**config.mk**
```make
export PLATFORM = sky130hd
export DESIGN_NAME = wrm_divider
export DESIGN_NICKNAME = d
export VERILOG_FILES = /design/src/rtl/wrm_divider.sv
export SDC_FILE = /design/constraint.sdc
export NUM_CORES = 1
export LEC_CHECK = 0
export ABC_AREA = 1
export BUFFER_PORTS_ARGS = -buffer_cell sky130_fd_sc_hd__buf_2
export CORE_MARGIN = 4
export CORE_UTILIZATION = 35
export CTS_BUF_LIST = sky130_fd_sc_hd__clkbuf_4 sky130_fd_sc_hd__clkbuf_8 sky130_fd_sc_hd__clkbuf_16
export DETAILED_ROUTE_END_ITERATION = 16
export GPL_TIMING_DRIVEN = 0
export HOLD_SLACK_MARGIN = 0.08
export PLACE_DENSITY_LB_ADDON = 0.05
export SLEW_MARGIN = 20
export SYNTH_ARGS = -nofsm -noshare
export SYNTH_HDL_FRONTEND = slang
export SYNTH_SLANG_ARGS = --single-unit
```
**constraint.sdc**
```tcl
create_clock -name clk_i -period 3 [get_ports clk_i]
set_clock_uncertainty 0.05 [all_clocks]
set_input_delay 0.3 -clock clk_i [delete_from_list [all_inputs] [get_ports clk_i]]
set_output_delay 0.3 -clock clk_i [all_outputs]
set_load 0.005 [all_outputs]
```
**src/rtl/wrm_divider.sv**
```systemverilog
// wrm_divider: restoring divider, one quotient bit per cycle
// no package dependency
`default_nettype none

module wrm_divider #(
  parameter int unsigned NUM_W = 42,
  parameter int unsigned DEN_W = 32
) (
  input  wire logic             clk_i,
  input  wire logic             rst_ni,
  input  wire logic             start_i,
  input  wire logic [NUM_W-1:0] num_i,
  input  wire logic [DEN_W-1:0] den_i,
  output logic                  done_o,
  output logic [NUM_W-1:0]      quot_o,
  output logic [DEN_W-1:0]      rem_o
);

  localparam int unsigned CNT_W = $clog2(NUM_W + 1);
  localparam logic [CNT_W-1:0] LAST_STEP = CNT_W'(NUM_W - 1);

  logic             busy_q, busy_d;
  logic             done_q, done_d;
  logic [CNT_W-1:0] cnt_q, cnt_d;
  logic [NUM_W-1:0] num_q, num_d;
  logic [DEN_W-1:0] rem_q, rem_d;
  logic [DEN_W-1:0] den_q, den_d;

  logic [DEN_W:0] rem_sh;
  logic [DEN_W:0] diff;
  logic           fits;

  // shift the next dividend bit into the partial remainder and try a subtract
  assign rem_sh = {rem_q, num_q[NUM_W-1]};
  assign diff   = rem_sh - {1'b0, den_q};
  assign fits   = !diff[DEN_W];

  always_comb begin
    busy_d = busy_q;
    done_d = done_q;
    cnt_d  = cnt_q;
    num_d  = num_q;
    rem_d  = rem_q;
    den_d  = den_q;
    if (start_i) begin
      busy_d = 1'b1;
      done_d = 1'b0;
      cnt_d  = '0;
      num_d  = num_i;
      rem_d  = '0;
      den_d  = den_i;
    end else if (busy_q) begin
      num_d = {num_q[NUM_W-2:0], fits};
      rem_d = fits ? diff[DEN_W-1:0] : rem_sh[DEN_W-1:0];
      cnt_d = cnt_q + 1'b1;
      if (cnt_q == LAST_STEP) begin
        busy_d = 1'b0;
        done_d = 1'b1;
      end
    end
  end

  always_ff @(posedge clk_i or negedge rst_ni) begin
    if (!rst_ni) begin
      busy_q <= 1'b0;
      done_q <= 1'b0;
      cnt_q  <= '0;
    end else begin
      busy_q <= busy_d;
      done_q <= done_d;
      cnt_q  <= cnt_d;
    end
  end

  always_ff @(posedge clk_i) begin
    num_q <= num_d;
    rem_q <= rem_d;
    den_q <= den_d;
  end

  assign done_o = done_q;
  assign quot_o = num_q;
  assign rem_o  = rem_q;

endmodule

`default_nettype wire

```
# ---- Word level (Yosys, flattened, before mapping)
# Cells that the tools add are included.
dict set report op_classes {
  n_reduce_logical 4
  n_bitwise 0
  magnitude_cmp 0
  eq_ne 1
  muxes 11
  addsub 2
  multipliers 0
  div 0
  n_shift 0
}
# operator n
set ops {}
lappend ops {{2-to-1 mux 42 bit} 2}
lappend ops {{subtractor 33 x 32 -> 33 bit} 1}
lappend ops {{2-to-1 mux 32 bit} 1}
lappend ops {{2-to-1 mux 6 bit} 2}
lappend ops {{adder 6 x 1 -> 6 bit, second input constant} 1}
lappend ops {{equality test 6 bit, second input constant} 1}
lappend ops {{2-to-1 mux 1 bit} 6}
lappend ops {{nonzero test 2 bit} 2}
lappend ops {{AND reduction 2 bit} 1}
lappend ops {{zero test 1 bit} 1}
dict set report totals {
  romBits 0
  latchBits 0
  ramBits 0
  n_memories 0
  word_cells 24
  register_bits 114
  input_bits 77
  output_inout_bits 75
}

# ---- Logic depth before layout (Yosys ltp)
dict set report logic_depth {
  ltp_word 4
  ltp_mapped 18
  ltp_nobuf 17
}

# ---- Worst setup path before layout
# No wires, ideal clock.
dict set report synth_timing {
  path_kind {register to register}
  start {reg num_q[41] (netlist: quot_o[41])}
  end {reg num_q[0] (netlist: quot_o[0]), data pin}
  synth_period_minus_slack_ps 2344
  arrival_time_ps 2023
  setup_time_ps 270
  slack_ps 656
  required_ps 2680
  path_buffers 1
  stages_incl_launch_ff 17
  path_cell_list {edfxtp_1 > inv_1 > ha_1 > fa_1 > inv_1 > nand2_1 > nand2_1 > nand3_1 > nand2_2 > nand2_1 > nand2_2 > nand2_2 > nand2_2 > nand2_2 > nand2_4 > buf_4 > o21ai_0}
}
dict set report synth_between {
  elab_chain_len 4
}
# element line_no
set synth_lines {}
lappend synth_lines {{start, declared} 25} ;# logic [NUM_W-1:0] num_q, num_d;
lappend synth_lines {{start signal, assigned} 76} ;# num_q <= num_d;
lappend synth_lines {{subtractor 33 x 32 -> 33 bit} 35} ;# assign diff = rem_sh - {1'b0, den_q};
lappend synth_lines {{zero test 1 bit} 36} ;# assign fits = !diff[DEN_W];
lappend synth_lines {{2-to-1 mux 42 bit} 52} ;# end else if (busy_q) begin
lappend synth_lines {{2-to-1 mux 42 bit} 45} ;# if (start_i) begin
lappend synth_lines {{via num_d[0]} 25}
# The timed path passes the listed nets, and every way through them passes these cells. The select of a mux whose other input is x is not followed.
# A chain may end at the register's enable or synchronous reset.

# ---- Final worst setup path
# Same ends and word-level chain as after synthesis.

==> flow_metrics.py <==
metrics = {
    "status": {
        "status": "complete, no violations",
    },
    "grt": {
        "overflow": 0,
        "antenna_found_initial": 0,
        "grt_pass1_vias": 6737,
        "grt_usage_pct": 18.24,
        "grt_max_degree": 36,
        "grt_pass1_wl_um": 34580,
    },
    "setup_path": {
        "cp_max_fo": 10,
        "critPathRequiredTime_ns": 3.11,
        "cp-end-kind": "register",
        "reg2reg_slack_ns": 0.28,
        "r2r_start": "quot_o[41]",
        "crit_type": "register to register",
        "critPathMaxStageDelay_ns": 0.41,
        "cp_cell_sequence": "inv_1, ha_1, fa_1, inv_1, nand2_1, nand2_1, nand3_1, nand2_2, nand2_1, nand2_2, nand2_2, nand2_2, nand2_2, nand2_4, buf_4, o21ai_0",
        "r2r_cells": 16,
        "crit_slowest_cell": "fa_1",
        "startpoint_type": "register",
        "worst_path_most_repeated_cell": "nand2_2",
        "critical_path_arrival_ns": 2.83,
        "rr_endpoint": "quot_o[0]",
    },
    "cts": {
        "cts.sinks": 114,
        "cts_tree": "yes",
        "cts_resized": 0,
        "htree_levels": 4,
        "clock_latency_ns": 0.43,
        "cts_buffers": 17,
        "clock_path_buffers": 2,
        "cts_root_buf": "clkbuf_16",
        "clkTransAtPathRegs_ns": 0.06,
    },
    "timing": {
        "setup_violations": 0,
        "slew_headroom_pct": 41.80,
        "fmax_mhz": 367.3,
        "holdWs_ns": 0.09290,
        "worst_pin_slew_ns": 0.8731,
        "finalCritPeriodShare_pct": 90.75,
        "slew_viol_final": 0,
        "rsz0062_at_grt": "false",
        "period_needed_ns": 2.723,
        "hold_violations": 0,
    },
    "floorplanning": {
        "die-width_um": 153.2,
        "die-area_um2": 23470,
        "num_rows": 52,
        "start_util_pct": 36.01,
        "ios": 152,
        "core_um2": 20490,
        "die_h_um": 153.2,
    },
    "route": {
        "vias_per_cell": 4.356,
        "routed_wl_um": 20970,
        "postRouteAntennaNets": 0,
        "drt-initial-drc-count": 290,
        "drt-wirelength-per-cell_um": 13.23,
        "drc_errors": 0,
        "num_vias": 6904,
        "firstDrtPassIters": 4,
    },
    "placement": {
        "placed_cells": 1501,
        "port_buffers": 151,
        "place_area_um2": 8493,
        "dp_hpwl_um": 16090,
        "gp_congestion": 0.8886,
    },
    "run": {
        "cap_viol_max_count": 0,
    },
    "worst_hold_path": {
        "hold_path.class": "input pin to register",
        "holdPathEnd": "quot_o[21]",
        "hold_start": "num_i[21]",
        "min_path_cells": 3,
    },
    "layout": {
        "n_antenna_cell": 0,
        "drive_above_1_share_pct": 16.43,
        "syn2layout_area_growth_pct": 29.96,
        "layout.nets": 1414,
        "post-route-cell-area_um2": 9590,
        "final_util_pct": 46.79,
        "stdcell_count": 1585,
    },
    "synth": {
        "avgSynthCellArea_um2": 6.839,
        "synthCells": 1079,
        "ys_ff_latch": 114,
        "yosysWarnings": 0,
        "ys_seq_area_share_pct": 41.51,
        "synth_area_um2": 7380,
        "syn_nets": 1191,
        "ys_types": 36,
    },
    "pwr": {
        "comb_power_share_pct": 12.8,
        "power_frac_clock_pct": 45.7,
        "powerDensity_nw_per_um2": 461.1,
        "cellLeakagePower_uw": 0.005358,
        "ir_drop_mv": 0.2990,
        "p_total_uw": 4422,
        "p_switching_uw": 1215,
        "swShare_pct": 27.48,
        "power.internal_uw": 3207,
        "sequentialPowerShare_pct": 41.5,
    },
}
[timing repair]
action,CTS,global route
hold buffers,52,0
setup endpoints to repair,0,0
hold endpoints to repair,59,0
setup buffers,0,0
[state kept, by name, summed over array words and instances (netlist names)]
name and count:
done_o 1, rem_o 32, busy_q 1, quot_o 42, den_q 32, cnt_q 6
[cell usage after synthesis (all sizes together)]
library cell | n | share of area, %
nor2 | 53 | 2.9
nor3 | 7 | 0.54
clkbuf | 12 | 0.61
inv | 210 | 11
ha | 34 | 5.8
and2 | 6 | 0.51
edfxtp | 74 | 30
o21bai | 2 | 0.20
nand3 | 61 | 4.2
xnor2 | 13 | 1.5
dfrtp | 8 | 2.7
o31ai | 1 | 0.10
nand3b | 1 | 0.10
dlygate4sd1 | 1 | 0.12
and3 | 1 | 0.085
or2 | 1 | 0.085
dfxtp | 32 | 8.7
buf | 8 | 0.88
a21o | 1 | 0.10
o21ai | 9 | 0.61
xor2 | 3 | 0.36
nand2 | 509 | 27
nand4 | 10 | 0.85
a21oi | 20 | 1.4
fa | 1 | 0.27
o22ai | 1 | 0.085
[cells in the final DEF (no fill, tap or decap), types with 4 or more instances in the layout]
master / Yosys / final
dfrtp_1: 8 / 8
clkbuf_1: 12 / 12
xnor2_1: 13 / 13
nor3_1: 6 / 6
ha_1: 34 / 34
dfxtp_1: 32 / 32
nand2_2: 11 / 11
edfxtp_1: 74 / 74
inv_1: 207 / 206
nand4_1: 10 / 10
and2_1: 6 / 6
buf_2: 1 / 152
inv_2: 3 / 4
nand3_1: 60 / 60
o21ai_0: 7 / 7
dlygate4sd3_1: 0 / 52
nor2_1: 48 / 48
nand2_1: 495 / 495
a21oi_1: 20 / 20
clkbuf_16: 0 / 17
nor2_2: 5 / 5
inv_6: 0 / 7
[worst max-delay path by stage]
stage | start | to | slack, ns | cells after the start
floorplan | quot_o[41] | quot_o[0] | 0.66 | 16
global placement | start_i | quot_o[36] | -0.23 | 3
detailed placement | quot_o[41] | quot_o[0] | 0.25 | 16
CTS | quot_o[41] | quot_o[0] | 0.27 | 16
global route | quot_o[41] | rem_o[26] | 0.06 | 18
finish | quot_o[41] | quot_o[0] | 0.28 | 16
[layout make-up]
cell class	count	area, µm²
plain buffers	21	118.9
clock buffers	18	432.9
clock inverters	14	143.9
fillers	2185	10900
inverters	210	788.3
multi-input cells	734	3410
flip-flops and latches	114	3063
well taps	270	337.8
repair buffers	204	1296
[power by group through the flow]
stage	sequential, µW	clock [µW]	combinational, µW
2_1_floorplan	1860	0	304
3_3_place_gp	1870	0	517
3_5_place_dp	1860	0	520
4_1_cts	1840	2070	573
5_1_grt	1850	2160	649
6_report	1830	2020	566
[cells by family (layout without fill, tap and decap cells)]
kind of cell / count (synthesis) / count (layout) / synth area share, %
adders and majority gates: 35 / 35 / 6.036
AOI/OAI and AO/OA: 34 / 34 / 2.459
and+or+nand+nor: 649 / 649 / 35.81
xor gates and xnor gates: 16 / 16 / 1.899
buffers and inverters: 231 / 467 / 12.29
DFF: 114 / 114 / 41.51
[critical path: cells and delay by family, from the launching register on]
family / cells / cell delay (ns)
fa+ha+maj: 2 / 0.63
flops: 1 / 0.33
buf+inv: 3 / 0.40
compound gates: 1 / 0.10
simple gates: 10 / 0.95
[metal layers]
layer | global-route usage [%] | up-vias | wire length, µm
met2 | 29.48 | 137 | 9610
met3 | 4.580 | 21 | 1023
met1 | 24.30 | 3024 | 10020
met4 | 5.218 | 0 | 323
met5 | 0 | - | 0
li1 | - | 3722 | -
[metrics by stage]
stage               setup slack (ns)  setup TNS (ns)
CTS                           0.2656               0
detailed placement            0.2542               0
finish                        0.2774               0
floorplan                     0.6565               0
global placement             -0.2344          -9.838
global route                 0.06121               0
(Power assumes the default switching activity.)
